### src/rtl/wbpt_pkg.sv
// Shared types, codes and constants for the work/break phase timer.
// No dependencies; every other file imports this package.
package wbpt_pkg;

  // Field widths
  localparam int REQ_W   = 3;
  localparam int TIME_W  = 32;
  localparam int PHASE_W = 2;
  localparam int INDEX_W = 8;
  localparam int SEC_W   = 14;
  localparam int MIN_W   = 8;
  localparam int CYC_W   = 4;
  localparam int CFG_IDX_W = 2;

  // Request codes
  localparam logic [REQ_W-1:0] REQ_TICK        = 3'd0;
  localparam logic [REQ_W-1:0] REQ_START_PAUSE = 3'd1;
  localparam logic [REQ_W-1:0] REQ_ADVANCE     = 3'd2;
  localparam logic [REQ_W-1:0] REQ_RESET       = 3'd3;
  localparam logic [REQ_W-1:0] REQ_RELOAD      = 3'd4;

  // Phase codes
  localparam logic [PHASE_W-1:0] PH_WORK  = 2'd0;
  localparam logic [PHASE_W-1:0] PH_SHORT = 2'd1;
  localparam logic [PHASE_W-1:0] PH_LONG  = 2'd2;

  // Configuration register indexes
  localparam logic [CFG_IDX_W-1:0] CFG_WORK_MIN  = 2'd0;
  localparam logic [CFG_IDX_W-1:0] CFG_SHORT_MIN = 2'd1;
  localparam logic [CFG_IDX_W-1:0] CFG_LONG_MIN  = 2'd2;
  localparam logic [CFG_IDX_W-1:0] CFG_CYCLE     = 2'd3;

  // Reset values of the duration registers
  localparam logic [MIN_W-1:0] WORK_MIN_RST  = 8'd25;
  localparam logic [MIN_W-1:0] SHORT_MIN_RST = 8'd5;
  localparam logic [MIN_W-1:0] LONG_MIN_RST  = 8'd15;
  localparam logic [CYC_W-1:0] CYCLE_RST     = 4'd4;

  // Timing constants
  localparam int SAVE_PERIOD_MS = 15 * 1000;
  localparam int ROUND_UP_MS    = 999;
  localparam int MS_PER_SEC     = 1000;
  localparam int SEC_PER_MIN    = 60;
  localparam logic [SEC_W-1:0] SEC_MAX = {SEC_W{1'b1}};

  // Result of the deadline-to-seconds conversion
  typedef struct packed {
    logic             expired;
    logic [SEC_W-1:0] secs;
  } wbpt_remain_t;

  // Phase length in seconds; an unused phase code counts as work
  function automatic logic [SEC_W-1:0] phase_secs(
    input logic [MIN_W-1:0]   work_min,
    input logic [MIN_W-1:0]   short_min,
    input logic [MIN_W-1:0]   long_min,
    input logic [PHASE_W-1:0] ph
  );
    logic [MIN_W-1:0] m;
    m = (ph == PH_SHORT) ? short_min : (ph == PH_LONG) ? long_min : work_min;
    return SEC_W'(m) * SEC_W'(SEC_PER_MIN);
  endfunction

endpackage

### src/rtl/wbpt_ifs.sv
// Valid/ready channel interfaces of the work/break phase timer:
// request input, status result and configuration write. Uses wbpt_pkg.
interface wbpt_in_if import wbpt_pkg::*; ();
  logic              valid;
  logic              ready;
  logic [REQ_W-1:0]  req_type;
  logic [TIME_W-1:0] now_ms;
  modport source (output valid, req_type, now_ms, input ready);
  modport sink   (input valid, req_type, now_ms, output ready);
endinterface

interface wbpt_out_if import wbpt_pkg::*; ();
  logic               valid;
  logic               ready;
  logic [PHASE_W-1:0] phase;
  logic [INDEX_W-1:0] session_index;
  logic [SEC_W-1:0]   seconds_left;
  logic               is_running;
  logic               is_done;
  logic               just_expired;
  logic               save_request;
  modport source (output valid, phase, session_index, seconds_left, is_running, is_done,
                  just_expired, save_request, input ready);
  modport sink   (input valid, phase, session_index, seconds_left, is_running, is_done,
                  just_expired, save_request, output ready);
endinterface

interface wbpt_cfg_if import wbpt_pkg::*; ();
  logic                 valid;
  logic                 ready;
  logic [CFG_IDX_W-1:0] index;
  logic [MIN_W-1:0]     data;
  modport source (output valid, index, data, input ready);
  modport sink   (input valid, index, data, output ready);
endinterface

### src/rtl/wbpt_remain.sv
// Deadline to remaining-seconds conversion: wrap-safe expiry test, round-up
// divide by 1000 through a reciprocal multiply, saturation. Uses wbpt_pkg.
module wbpt_remain import wbpt_pkg::*; (
  input  logic [TIME_W-1:0] deadline,
  input  logic [TIME_W-1:0] now_ms,
  output wbpt_remain_t      result
);

  // sum/1000 = (sum>>3)/125, sum < 16384000 so (sum>>3) fits 21 bits;
  // reciprocal ceil(2^28/125) has error 44 <= 2^(28-21), so the floor is exact.
  localparam int  DIV_SHIFT = 28;
  localparam int  Y_W       = 21;
  localparam int  PROD_W    = 43;
  localparam logic [PROD_W-1:0] RECIP = PROD_W'(((64'd1 << DIV_SHIFT) + 64'd124) / 64'd125);
  localparam logic [TIME_W-1:0] SAT_LIMIT = TIME_W'((SEC_MAX + 1) * MS_PER_SEC);

  logic [TIME_W-1:0] diff;
  logic [TIME_W-1:0] sum;
  logic [Y_W-1:0]    y;
  logic [PROD_W-1:0] prod;

  // Wrap-safe distance to the deadline
  assign diff = deadline - now_ms;
  assign sum  = diff + TIME_W'(ROUND_UP_MS);
  assign y    = sum[Y_W+2:3];
  assign prod = PROD_W'(y) * RECIP;

  // Expired when the deadline is reached or lies behind
  assign result.expired = (diff == '0) || diff[TIME_W-1];
  assign result.secs    = (sum >= SAT_LIMIT) ? SEC_MAX : prod[DIV_SHIFT+SEC_W-1:DIV_SHIFT];

endmodule

### src/rtl/work_break_phase_timer.sv
// Work/break phase countdown timer. One result per request, one request per
// clock while the output is taken: a request is held in the input register, its
// effect on the timer state and its status result are computed in a single pass
// and written to the output register, so each result passes through the input
// and output registers, and the output register holds its result until taken.
// The critical path is the deadline subtract, round-up reciprocal multiply and
// saturation compare feeding the state and result registers. Durations written
// through the configuration port take effect only on a reset or reload request.
// Uses wbpt_pkg, wbpt_ifs and wbpt_remain.
module work_break_phase_timer import wbpt_pkg::*; (
  input logic         clk,
  input logic         rst_n,
  wbpt_in_if.sink     in_if,
  wbpt_out_if.source  out_if,
  wbpt_cfg_if.sink    cfg_if
);

  // Configuration registers
  logic [MIN_W-1:0] reg_work_r, reg_short_r, reg_long_r;
  logic [CYC_W-1:0] reg_cycle_r;

  // Timer state
  logic [PHASE_W-1:0] phase_r, phase_nxt;
  logic [INDEX_W-1:0] index_r, index_nxt;
  logic [SEC_W-1:0]   remain_r, remain_nxt;
  logic               running_r, running_nxt;
  logic               done_r, done_nxt;
  logic [TIME_W-1:0]  deadline_r, deadline_nxt;
  logic [TIME_W-1:0]  last_save_r, last_save_nxt;
  logic [MIN_W-1:0]   app_work_r, app_short_r, app_long_r;
  logic [MIN_W-1:0]   app_work_nxt, app_short_nxt, app_long_nxt;
  logic [CYC_W-1:0]   app_cycle_r, app_cycle_nxt;
  logic               expired_nxt, save_nxt;

  // Pipeline registers
  logic               s1_valid_r;
  logic [REQ_W-1:0]   s1_req_r;
  logic [TIME_W-1:0]  s1_now_r;
  logic               out_valid_r;
  logic [PHASE_W-1:0] out_phase_r;
  logic [INDEX_W-1:0] out_index_r;
  logic [SEC_W-1:0]   out_secs_r;
  logic               out_running_r, out_done_r, out_expired_r, out_save_r;

  logic         advance;
  logic         process;
  wbpt_remain_t rem;
  logic [SEC_W-1:0]  old_dur;
  logic [TIME_W-1:0] run_ms;

  // Handshake: output register frees when empty or taken
  assign advance      = !out_valid_r || out_if.ready;
  assign process      = s1_valid_r && advance;
  assign in_if.ready  = !s1_valid_r || advance;
  assign cfg_if.ready = 1'b1;

  // Configuration writes
  always_ff @(posedge clk) begin
    if (!rst_n) begin
      reg_work_r  <= WORK_MIN_RST;
      reg_short_r <= SHORT_MIN_RST;
      reg_long_r  <= LONG_MIN_RST;
      reg_cycle_r <= CYCLE_RST;
    end else if (cfg_if.valid) begin
      unique case (cfg_if.index)
        CFG_WORK_MIN:  reg_work_r  <= cfg_if.data;
        CFG_SHORT_MIN: reg_short_r <= cfg_if.data;
        CFG_LONG_MIN:  reg_long_r  <= cfg_if.data;
        CFG_CYCLE:     reg_cycle_r <= cfg_if.data[CYC_W-1:0];
        default:       reg_cycle_r <= reg_cycle_r;
      endcase
    end
  end

  // Input register
  always_ff @(posedge clk) begin
    if (!rst_n) begin
      s1_valid_r <= 1'b0;
    end else if (in_if.ready) begin
      s1_valid_r <= in_if.valid;
    end
  end

  always_ff @(posedge clk) begin
    if (in_if.ready && in_if.valid) begin
      s1_req_r <= in_if.req_type;
      s1_now_r <= in_if.now_ms;
    end
  end

  // Remaining time from the armed deadline
  wbpt_remain u_remain (
    .deadline (deadline_r),
    .now_ms   (s1_now_r),
    .result   (rem)
  );

  assign old_dur = phase_secs(app_work_r, app_short_r, app_long_r, phase_r);
  assign run_ms  = s1_now_r + TIME_W'(24'(remain_r) * 24'(MS_PER_SEC));

  // Next state and result flags for the request in the input register
  always_comb begin
    phase_nxt     = phase_r;
    index_nxt     = index_r;
    remain_nxt    = remain_r;
    running_nxt   = running_r;
    done_nxt      = done_r;
    deadline_nxt  = deadline_r;
    last_save_nxt = last_save_r;
    app_work_nxt  = app_work_r;
    app_short_nxt = app_short_r;
    app_long_nxt  = app_long_r;
    app_cycle_nxt = app_cycle_r;
    expired_nxt   = 1'b0;
    save_nxt      = 1'b0;

    unique case (s1_req_r)
      REQ_TICK: begin
        if (running_r) begin
          if (rem.expired) begin
            remain_nxt  = '0;
            running_nxt = 1'b0;
            done_nxt    = 1'b1;
            expired_nxt = 1'b1;
            save_nxt    = 1'b1;
          end else begin
            remain_nxt = rem.secs;
            if ((s1_now_r - last_save_r) >= TIME_W'(SAVE_PERIOD_MS)) begin
              last_save_nxt = s1_now_r;
              save_nxt      = 1'b1;
            end
          end
        end
      end
      REQ_START_PAUSE: begin
        if (running_r) begin
          save_nxt    = 1'b1;
          running_nxt = 1'b0;
          if (rem.expired) begin
            remain_nxt = '0;
            done_nxt   = 1'b1;
          end else begin
            remain_nxt = rem.secs;
          end
        end else if (!done_r && remain_r != '0) begin
          deadline_nxt  = run_ms;
          last_save_nxt = s1_now_r;
          running_nxt   = 1'b1;
          save_nxt      = 1'b1;
        end
      end
      REQ_ADVANCE: begin
        unique case (phase_r)
          PH_WORK: begin
            phase_nxt = (index_r < INDEX_W'(app_cycle_r)) ? PH_SHORT : PH_LONG;
          end
          PH_SHORT: begin
            phase_nxt = PH_WORK;
            index_nxt = index_r + INDEX_W'(1);
          end
          default: begin
            phase_nxt = PH_WORK;
            index_nxt = INDEX_W'(1);
          end
        endcase
        remain_nxt    = phase_secs(app_work_r, app_short_r, app_long_r, phase_nxt);
        running_nxt   = 1'b0;
        done_nxt      = 1'b0;
        deadline_nxt  = '0;
        last_save_nxt = s1_now_r;
        save_nxt      = 1'b1;
      end
      REQ_RESET: begin
        app_work_nxt  = reg_work_r;
        app_short_nxt = reg_short_r;
        app_long_nxt  = reg_long_r;
        app_cycle_nxt = reg_cycle_r;
        phase_nxt     = PH_WORK;
        index_nxt     = INDEX_W'(1);
        remain_nxt    = phase_secs(reg_work_r, reg_short_r, reg_long_r, PH_WORK);
        running_nxt   = 1'b0;
        done_nxt      = 1'b0;
        deadline_nxt  = '0;
        last_save_nxt = s1_now_r;
        save_nxt      = 1'b1;
      end
      REQ_RELOAD: begin
        app_work_nxt  = reg_work_r;
        app_short_nxt = reg_short_r;
        app_long_nxt  = reg_long_r;
        app_cycle_nxt = reg_cycle_r;
        if (index_r > INDEX_W'(reg_cycle_r)) index_nxt = INDEX_W'(reg_cycle_r);
        // Untouched session picks up the new duration
        if (!running_r && !done_r && remain_r == old_dur) begin
          remain_nxt = phase_secs(reg_work_r, reg_short_r, reg_long_r, phase_r);
        end
        save_nxt = 1'b1;
      end
      default: begin
        save_nxt = 1'b0;
      end
    endcase
  end

  // Timer state registers
  always_ff @(posedge clk) begin
    if (!rst_n) begin
      phase_r     <= PH_WORK;
      index_r     <= INDEX_W'(1);
      remain_r    <= phase_secs(WORK_MIN_RST, SHORT_MIN_RST, LONG_MIN_RST, PH_WORK);
      running_r   <= 1'b0;
      done_r      <= 1'b0;
      deadline_r  <= '0;
      last_save_r <= '0;
      app_work_r  <= WORK_MIN_RST;
      app_short_r <= SHORT_MIN_RST;
      app_long_r  <= LONG_MIN_RST;
      app_cycle_r <= CYCLE_RST;
    end else if (process) begin
      phase_r     <= phase_nxt;
      index_r     <= index_nxt;
      remain_r    <= remain_nxt;
      running_r   <= running_nxt;
      done_r      <= done_nxt;
      deadline_r  <= deadline_nxt;
      last_save_r <= last_save_nxt;
      app_work_r  <= app_work_nxt;
      app_short_r <= app_short_nxt;
      app_long_r  <= app_long_nxt;
      app_cycle_r <= app_cycle_nxt;
    end
  end

  // Output register
  always_ff @(posedge clk) begin
    if (!rst_n) begin
      out_valid_r <= 1'b0;
    end else if (advance) begin
      out_valid_r <= s1_valid_r;
    end
  end

  always_ff @(posedge clk) begin
    if (process) begin
      out_phase_r   <= phase_nxt;
      out_index_r   <= index_nxt;
      out_secs_r    <= remain_nxt;
      out_running_r <= running_nxt;
      out_done_r    <= done_nxt;
      out_expired_r <= expired_nxt;
      out_save_r    <= save_nxt;
    end
  end

  assign out_if.valid         = out_valid_r;
  assign out_if.phase         = out_phase_r;
  assign out_if.session_index = out_index_r;
  assign out_if.seconds_left  = out_secs_r;
  assign out_if.is_running    = out_running_r;
  assign out_if.is_done       = out_done_r;
  assign out_if.just_expired  = out_expired_r;
  assign out_if.save_request  = out_save_r;

  // A finished phase is never armed and shows no time left
  a_done_idle: assert property (@(posedge clk) disable iff (!rst_n)
    done_r |-> (!running_r && remain_r == '0))
    else $error("done phase still armed or has time left");

  // An expiry result also reports a save and a done, stopped phase
  a_expiry_flags: assert property (@(posedge clk) disable iff (!rst_n)
    (out_valid_r && out_expired_r) |-> (out_save_r && out_done_r && !out_running_r))
    else $error("expiry result with inconsistent flags");

  // A reset request returns to the first work phase
  a_reset_req: assert property (@(posedge clk) disable iff (!rst_n)
    (process && s1_req_r == REQ_RESET) |=> (phase_r == PH_WORK && index_r == INDEX_W'(1)))
    else $error("reset request did not return to work 1");

  // Result register only loads while a request is being processed
  a_out_hold: assert property (@(posedge clk) disable iff (!rst_n)
    (out_valid_r && !out_if.ready) |=> (out_valid_r && $stable(out_secs_r)))
    else $error("stalled result changed");

endmodule
### src/flat_wrapper.sv
// flat-port wrapper written by rule: the top's interface ports become plain ports
module work_break_phase_timer_flat import wbpt_pkg::*;
  (clk, rst_n, in_if_valid, in_if_req_type, in_if_now_ms, in_if_ready, out_if_valid, out_if_phase, out_if_session_index, out_if_seconds_left, out_if_is_running, out_if_is_done, out_if_just_expired, out_if_save_request, out_if_ready, cfg_if_valid, cfg_if_index, cfg_if_data, cfg_if_ready);
  wbpt_in_if in_if_i ();
  wbpt_out_if out_if_i ();
  wbpt_cfg_if cfg_if_i ();
  input logic clk;
  input logic rst_n;
  input wire logic [$bits(in_if_i.valid)-1:0] in_if_valid;
  input wire logic [$bits(in_if_i.req_type)-1:0] in_if_req_type;
  input wire logic [$bits(in_if_i.now_ms)-1:0] in_if_now_ms;
  output wire logic [$bits(in_if_i.ready)-1:0] in_if_ready;
  output wire logic [$bits(out_if_i.valid)-1:0] out_if_valid;
  output wire logic [$bits(out_if_i.phase)-1:0] out_if_phase;
  output wire logic [$bits(out_if_i.session_index)-1:0] out_if_session_index;
  output wire logic [$bits(out_if_i.seconds_left)-1:0] out_if_seconds_left;
  output wire logic [$bits(out_if_i.is_running)-1:0] out_if_is_running;
  output wire logic [$bits(out_if_i.is_done)-1:0] out_if_is_done;
  output wire logic [$bits(out_if_i.just_expired)-1:0] out_if_just_expired;
  output wire logic [$bits(out_if_i.save_request)-1:0] out_if_save_request;
  input wire logic [$bits(out_if_i.ready)-1:0] out_if_ready;
  input wire logic [$bits(cfg_if_i.valid)-1:0] cfg_if_valid;
  input wire logic [$bits(cfg_if_i.index)-1:0] cfg_if_index;
  input wire logic [$bits(cfg_if_i.data)-1:0] cfg_if_data;
  output wire logic [$bits(cfg_if_i.ready)-1:0] cfg_if_ready;
  assign in_if_i.valid = in_if_valid;
  assign in_if_i.req_type = in_if_req_type;
  assign in_if_i.now_ms = in_if_now_ms;
  assign in_if_ready = in_if_i.ready;
  assign out_if_valid = out_if_i.valid;
  assign out_if_phase = out_if_i.phase;
  assign out_if_session_index = out_if_i.session_index;
  assign out_if_seconds_left = out_if_i.seconds_left;
  assign out_if_is_running = out_if_i.is_running;
  assign out_if_is_done = out_if_i.is_done;
  assign out_if_just_expired = out_if_i.just_expired;
  assign out_if_save_request = out_if_i.save_request;
  assign out_if_i.ready = out_if_ready;
  assign cfg_if_i.valid = cfg_if_valid;
  assign cfg_if_i.index = cfg_if_index;
  assign cfg_if_i.data = cfg_if_data;
  assign cfg_if_ready = cfg_if_i.ready;
  work_break_phase_timer u_core (.clk(clk), .rst_n(rst_n), .in_if(in_if_i), .out_if(out_if_i), .cfg_if(cfg_if_i));
endmodule
### config.mk
export PLATFORM = sky130hd
export DESIGN_NAME = work_break_phase_timer_flat
export DESIGN_NICKNAME = d
export VERILOG_FILES = /design/src/rtl/wbpt_pkg.sv /design/src/rtl/wbpt_ifs.sv /design/src/rtl/wbpt_remain.sv /design/src/rtl/work_break_phase_timer.sv /design/src/flat_wrapper.sv
export SDC_FILE = /design/constraint.sdc
export NUM_CORES = 1
export LEC_CHECK = 0
export ABC_CLOCK_PERIOD_IN_PS = 24200
export BUFFER_PORTS_ARGS = -buffer_cell sky130_fd_sc_hd__buf_2
export CORE_MARGIN = 2
export CORE_UTILIZATION = 55
export CTS_CLUSTER_SIZE = 14
export DETAILED_ROUTE_END_ITERATION = 7
export PLACE_DENSITY = 0.75
export SYNTH_ARGS = -nofsm -noshare
export SYNTH_HDL_FRONTEND = slang
export SYNTH_SLANG_ARGS = --single-unit
### constraint.sdc
create_clock -name clk -period 24.2 [get_ports clk]
set_clock_uncertainty 0.2 [all_clocks]
set_input_delay 2.42 -clock clk [delete_from_list [all_inputs] [get_ports clk]]
set_output_delay 2.42 -clock clk [all_outputs]
set_load 0.02 [all_outputs]
==> results of run 1 <==
per-stage QoR:
step / setup slack [ps] / std cells
after detailed placement: 14580 / 3620
after floorplan: 15640 / 3000
final: 14390 / 3659
after CTS: 14500 / 3659
after global placement: 14710 / 3620
after global routing: 13720 / 3659
critical path: cells and delay by family (launching register included):
kind / cells / cell delay, ps
XOR/XNOR: 3 / 1070
flip-flops: 1 / 410
AO/OA/AOI/OAI: 13 / 2930
buffers and inverters: 4 / 370
adder cells (fa/ha/maj): 9 / 3610
AND/OR/NAND/NOR: 4 / 960
final cells by class:
| class | instances | area, µm² |
|---|---|---|
| clock buffer | 30 | 632 |
| clock inverter | 9 | 128 |
| fill | 4038 | 18900 |
| inverter | 436 | 1640 |
| multi-input combinational | 2264 | 18900 |
| sequential | 211 | 4860 |
| tap | 607 | 759 |
| timing repair buffer | 102 | 568 |
worst min path at each step:
stage | end | depth (start not counted) | slack, ps
finish | u_core.deadline_r[0] | 2 | 250
global placement | u_core.deadline_r[27] | 2 | 240
CTS | u_core.deadline_r[0] | 2 | 250
detailed placement | u_core.deadline_r[0] | 2 | 240
floorplan | u_core.deadline_r[18] | 2 | 230
global route | u_core.deadline_r[0] | 2 | 270
state kept, by name, summed over array words and instances, names as in the netlist, 8 cells and up:
name,flops
u_core.app_short_r,8
u_core.out_if.seconds_left,14
u_core.index_r,8
u_core.remain_r,14
u_core.app_work_r,8
u_core.last_save_r,32
u_core.reg_long_r,8
u_core.reg_short_r,8
u_core.deadline_r,32
u_core.out_if.session_index,8
u_core.s1_now_r,32
u_core.reg_work_r,8
u_core.app_long_r,8
routing by layer:
| metal | global-route usage (%) | vias up |
|---|---|---|
| met4 | 12.2 | 4 |
| met1 | 39.3 | 10500 |
| met3 | 3.30 | 171 |
| met5 | 0 | - |
| li1 | - | 10400 |
| met2 | 50.2 | 777 |
synth_stat cells, drive strengths merged, types with 21 or more instances:
library cell,count
inv,435
ha,387
nand2,240
a21oi,218
fa,192
nor2,185
o21ai,179
dfxtp,148
nand3,91
xnor2,80
mux2i,67
clkbuf,66
a21o,65
edfxtp,63
nor3,49
xor2,49
nand2b,36
o21a,29
and3,27
buf,23
nand4,21
kinds of logic after synthesis:
logic type / after synthesis / share of synthesized area (%)
other cells: 1 / 0.0146
simple gates: 754 / 14.0
xor+xnor: 129 / 4.45
compound gates: 723 / 18.1
mux: 78 / 3.09
fa+ha+maj: 579 / 33.8
flops: 211 / 18.9
buf+inv: 525 / 7.76
==> results.py, run 1 <==
metrics = {
    "status": {
        "outcome": "finished clean",
    },
    "worst_setup_path": {
        "cp.arrival_ps": 9880,
        "worstSetupPathType": "flop to flop",
        "critPathCaptureType": "flop",
        "regToRegSetupSlack_ps": 14390,
        "startpoint": "u_core.s1_now_r[0]",
        "critPathSlowestCell": "fa_1",
        "rr_startpoint": "u_core.s1_now_r[0]",
        "cp_slowest_stage_delay_ps": 530,
        "worstPathRequired_ps": 24270,
        "rr_worst_depth": 33,
        "cp_max_fo": 5,
        "r2r-end": "u_core.out_if.seconds_left[6]",
        "start_kind": "flop",
        "crit_path_end": "u_core.out_if.seconds_left[6]",
    },
    "detailed_routing": {
        "drt-vias-per-instance": 5.98,
        "highest_layer": "met5",
        "wl_met3_mm": 4.59,
        "finalWirelength_mm": 71.0,
        "m1WireLength_mm": 30.2,
        "drtIter0Drc": 1614,
        "met2_length_mm": 33.0,
        "dr.pass1.iters": 5,
        "antenna_left": 0,
        "drt-wirelength-per-cell_um": 19.4,
        "vias": 21900,
        "drc": 0,
    },
    "die": {
        "io_pins": 81,
        "die_w_um": 220,
        "core_area_um2": 46400,
        "dieHeight_um": 220,
        "rows": 79,
        "dieArea_um2": 48500,
        "start_util_pct": 55.5,
    },
    "clock_network": {
        "hold_buffers": 0,
        "clk_path_buf_depth": 3,
        "post_cts_resized": 0,
        "clock-sinks": 211,
        "clkTransAtPathRegs_ps": 60,
        "worstSkewPairLatency_ps": 530,
        "numCtsBuffers": 22,
        "clock-root-buffer": "clkbuf_16",
        "cts_tree": "built",
        "htreeDepth": 1,
        "postCtsSetupBuffers": 0,
    },
    "grt": {
        "antenna_found_initial": 3,
        "grt_pass1_wl_mm": 114,
        "grt_usage_pct": 29.9,
        "grt_pass1_vias": 21800,
        "gr-total-overflow": 0,
        "grt_start_max_net_pins": 75,
    },
    "yosys": {
        "synthTopCellsByArea": "ha_1 19%, fa_1 15%, dfxtp_1 12%, edfxtp_1 7.4%, inv_1 6.3%",
        "ys_seq_elements": 211,
        "ys_types": 99,
        "ys.flop_type": "dfxtp_1",
        "synth-edff-count": 63,
        "syn_nets": 3629,
        "synth_largest_area_cell": "ha_1",
        "synth.avg_cell_area_um2": 8.57,
        "netlist_area_um2": 25700,
        "ys_warn_count": 0,
        "synth_top_area_share_pct": 18.8,
        "yosysSeqAreaShare_pct": 18.9,
        "postSynthCellCount": 3000,
        "async_flop_share_pct": 0,
    },
    "job": {
        "drv_cap": 0,
    },
    "cells_and_area": {
        "diodes": 0,
        "drive_above_1_share_pct": 6.42,
        "stdcell_area_um2": 27500,
        "syn_to_final_growth_pct": 6.84,
        "final_cell_mix": "434 x inv_1, 387 x ha_1, 240 x nand2_1",
        "fin_nets": 3666,
        "final_common_cell": "inv_1",
        "post-route-util_pct": 59.3,
    },
    "timing": {
        "fin_crit_sh_pct": 40.5,
        "hold_ws_ps": 254,
        "rsz0062_at_grt": "no",
        "fin_setup_tns_ps": 0,
        "tightestPinTransition_ps": 1230,
        "slew-limit-headroom_pct": 17.0,
        "hold_viol": 0,
        "fin_crit_ps": 9810,
        "drv_slew": 0,
        "fmax_mhz": 102,
        "finalSetupViolCount": 0,
    },
    "placed_design": {
        "dp_hpwl_mm": 56.4,
        "place.gp.congestion": 0.939,
        "numPortBuffers": 79,
        "place_area_um2": 26700,
    },
    "min_path": {
        "hp-start": "u_core.deadline_r[0]",
        "hold_class": "flop to flop",
    },
}
Power of run 1 is left out: the tool's default activity adds up to more than one toggle a clock period on the data nets, which glitch-free logic cannot reach.
==> inputs of run 2 (changes only) <==
Settings changed: ABC_CLOCK_PERIOD_IN_PS 24200 to 8600, PLACE_DENSITY 0.75 to 0.78.
Clock period 24.2 ns to 8.6 ns, I/O delays scaled along.
==> results.py, run 2 (synthesis results as in run 1) <==
metrics = {
    "die": {
        "io_pins": 81,
        "dieHeight_um": 220,
        "rows": 79,
        "start_util_pct": 55.5,
        "core_area_um2": 46400,
        "die_w_um": 220,
        "dieArea_um2": 48500,
    },
    "timing": {
        "fin_crit_sh_pct": 98.5,
        "fin_crit_ps": 8470,
        "hold_ws_ps": 257,
        "slew-limit-headroom_pct": 16.3,
        "setup_slack_ps": 128,
        "tightestPinTransition_ps": 1260,
        "finalSetupViolCount": 0,
        "fmax_mhz": 118,
        "rsz0062_at_grt": "yes",
        "drv_slew": 0,
        "hold_viol": 0,
    },
    "cells_and_area": {
        "final_cell_mix": "419 x inv_1, 351 x ha_1, 237 x nand2_1",
        "fin_nets": 3853,
        "diodes": 0,
        "final_common_cell": "inv_1",
        "instances_no_fill": 3847,
        "syn_to_final_growth_pct": 15.6,
        "drive_above_1_share_pct": 15.6,
        "multi_input_area_um2": 19800,
        "final-seq-area_um2": 4860,
        "fillerInstances": 3763,
        "reg_top3": "u_core.deadline_r (32), u_core.last_save_r (32), u_core.s1_now_r (32)",
        "post-route-util_pct": 64.2,
    },
    "clock_network": {
        "numCtsBuffers": 22,
        "htreeDepth": 1,
        "clkTransAtPathRegs_ps": 70,
        "hold_buffers": 0,
        "clock-sinks": 211,
        "clock-root-buffer": "clkbuf_16",
        "clk_path_buf_depth": 3,
        "worstSkewPairLatency_ps": 530,
        "cts_tree": "built",
    },
    "worst_setup_path": {
        "cp_max_fo": 5,
        "critPathTopFamily": "adder cells",
        "cp_num_buf_inv": 9,
        "start_kind": "flop",
        "cp_slowest_stage_delay_ps": 580,
        "critPathSlowestCell": "fa_2",
        "regToRegSetupSlack_ps": 130,
        "worstSetupPathType": "flop to flop",
        "worstPathRequired_ps": 8650,
        "critPathCaptureType": "flop",
        "cpMostUsedCell": "fa_2",
        "cp.arrival_ps": 8520,
    },
    "detailed_routing": {
        "drt-vias-per-instance": 5.95,
        "drc": 0,
        "dr.pass1.iters": 6,
        "finalWirelength_mm": 73.6,
        "vias": 22900,
        "antenna_left": 0,
        "drtIter0Drc": 1939,
        "drt-wirelength-per-cell_um": 19.1,
    },
    "status": {
        "outcome": "finished clean",
    },
    "job": {
        "drv_cap": 0,
    },
    "placed_design": {
        "numPortBuffers": 79,
        "dp.cells": 3782,
        "place_worst_setup_slack_ps": -249,
        "place.gp.congestion": 0.976,
        "dp_hpwl_mm": 58.0,
    },
    "grt": {
        "gr-total-overflow": 0,
        "grt_usage_pct": 30.0,
        "antenna_found_initial": 0,
        "grt_pass1_vias": 22400,
        "grt_pass1_wl_mm": 116,
        "grt_start_max_net_pins": 82,
    },
    "min_path": {
        "hold_class": "flop to flop",
    },
}
run 2: cell types whose count changed in the layout (fill, tap and decap cells not counted), moves of 10 or more:
cell | before | now
fa_1 | 192 | 181
ha_1 | 387 | 351
inv_2 | 1 | 16
inv_1 | 434 | 419
fa_2 | 0 | 11
a21oi_1 | 215 | 205
xnor2_1 | 78 | 68
ha_4 | 0 | 32
buf_4 | 23 | 205
run 2: final timing paths:
kind,from,to,cells after the start
worst max register to register,u_core.s1_now_r[0],u_core.out_if.seconds_left[13],38
worst min-delay path,u_core.app_cycle_r[1],u_core.app_cycle_r[1],2
worst max-delay path,u_core.s1_now_r[0],u_core.out_if.seconds_left[13],38
worst min register to register,u_core.app_cycle_r[1],u_core.app_cycle_r[1],2
run 2: routing by layer:
layer | wire length, µm | GRT usage, % | vias to the layer above
li1 | - | - | 10800
met1 | 31300 | 39.9 | 11100
met2 | 34800 | 50.7 | 835
met3 | 4320 | 2.45 | 180
met4 | 3150 | 11.5 | 0
met5 | 0 | 0 | -
run 2: timing repair:
item | 4_1_cts | 5_1_grt
resized for setup | 21 | 137
buffers inserted | 6 | 19
setup endpoints to repair | 22 | 28
pin swaps | 10 | 88
run 2: cell type report:
class,instances,area share (%)
clock buffers,31,2.20
clock inverters,9,0.286
inverters,436,5.51
multi-input cells,2264,66.4
flip-flops and latches,211,16.3
well taps,607,2.55
repair buffers,289,6.69
run 2: per-stage QoR:
| step | instance area, µm² | setup TNS [ps] |
|---|---|---|
| 6_report | 29700 | 0 |
| 5_1_grt | 29700 | -1800 |
| 4_1_cts | 28800 | 0 |
| 3_5_place_dp | 27900 | -2190 |
| 3_3_place_gp | 27900 | -146 |
| 2_1_floorplan | 25700 | 0 |
run 2: worst register-to-register path, delay by kind of cell, from the launching register on:
family	cells	cell delay [ps]
xor+xnor	3	490
simple gates	6	610
buf+inv	9	1020
compound gates	11	2030
fa+ha+maj	9	3510
flops	1	350
Power of run 2 is left out for the same reason.
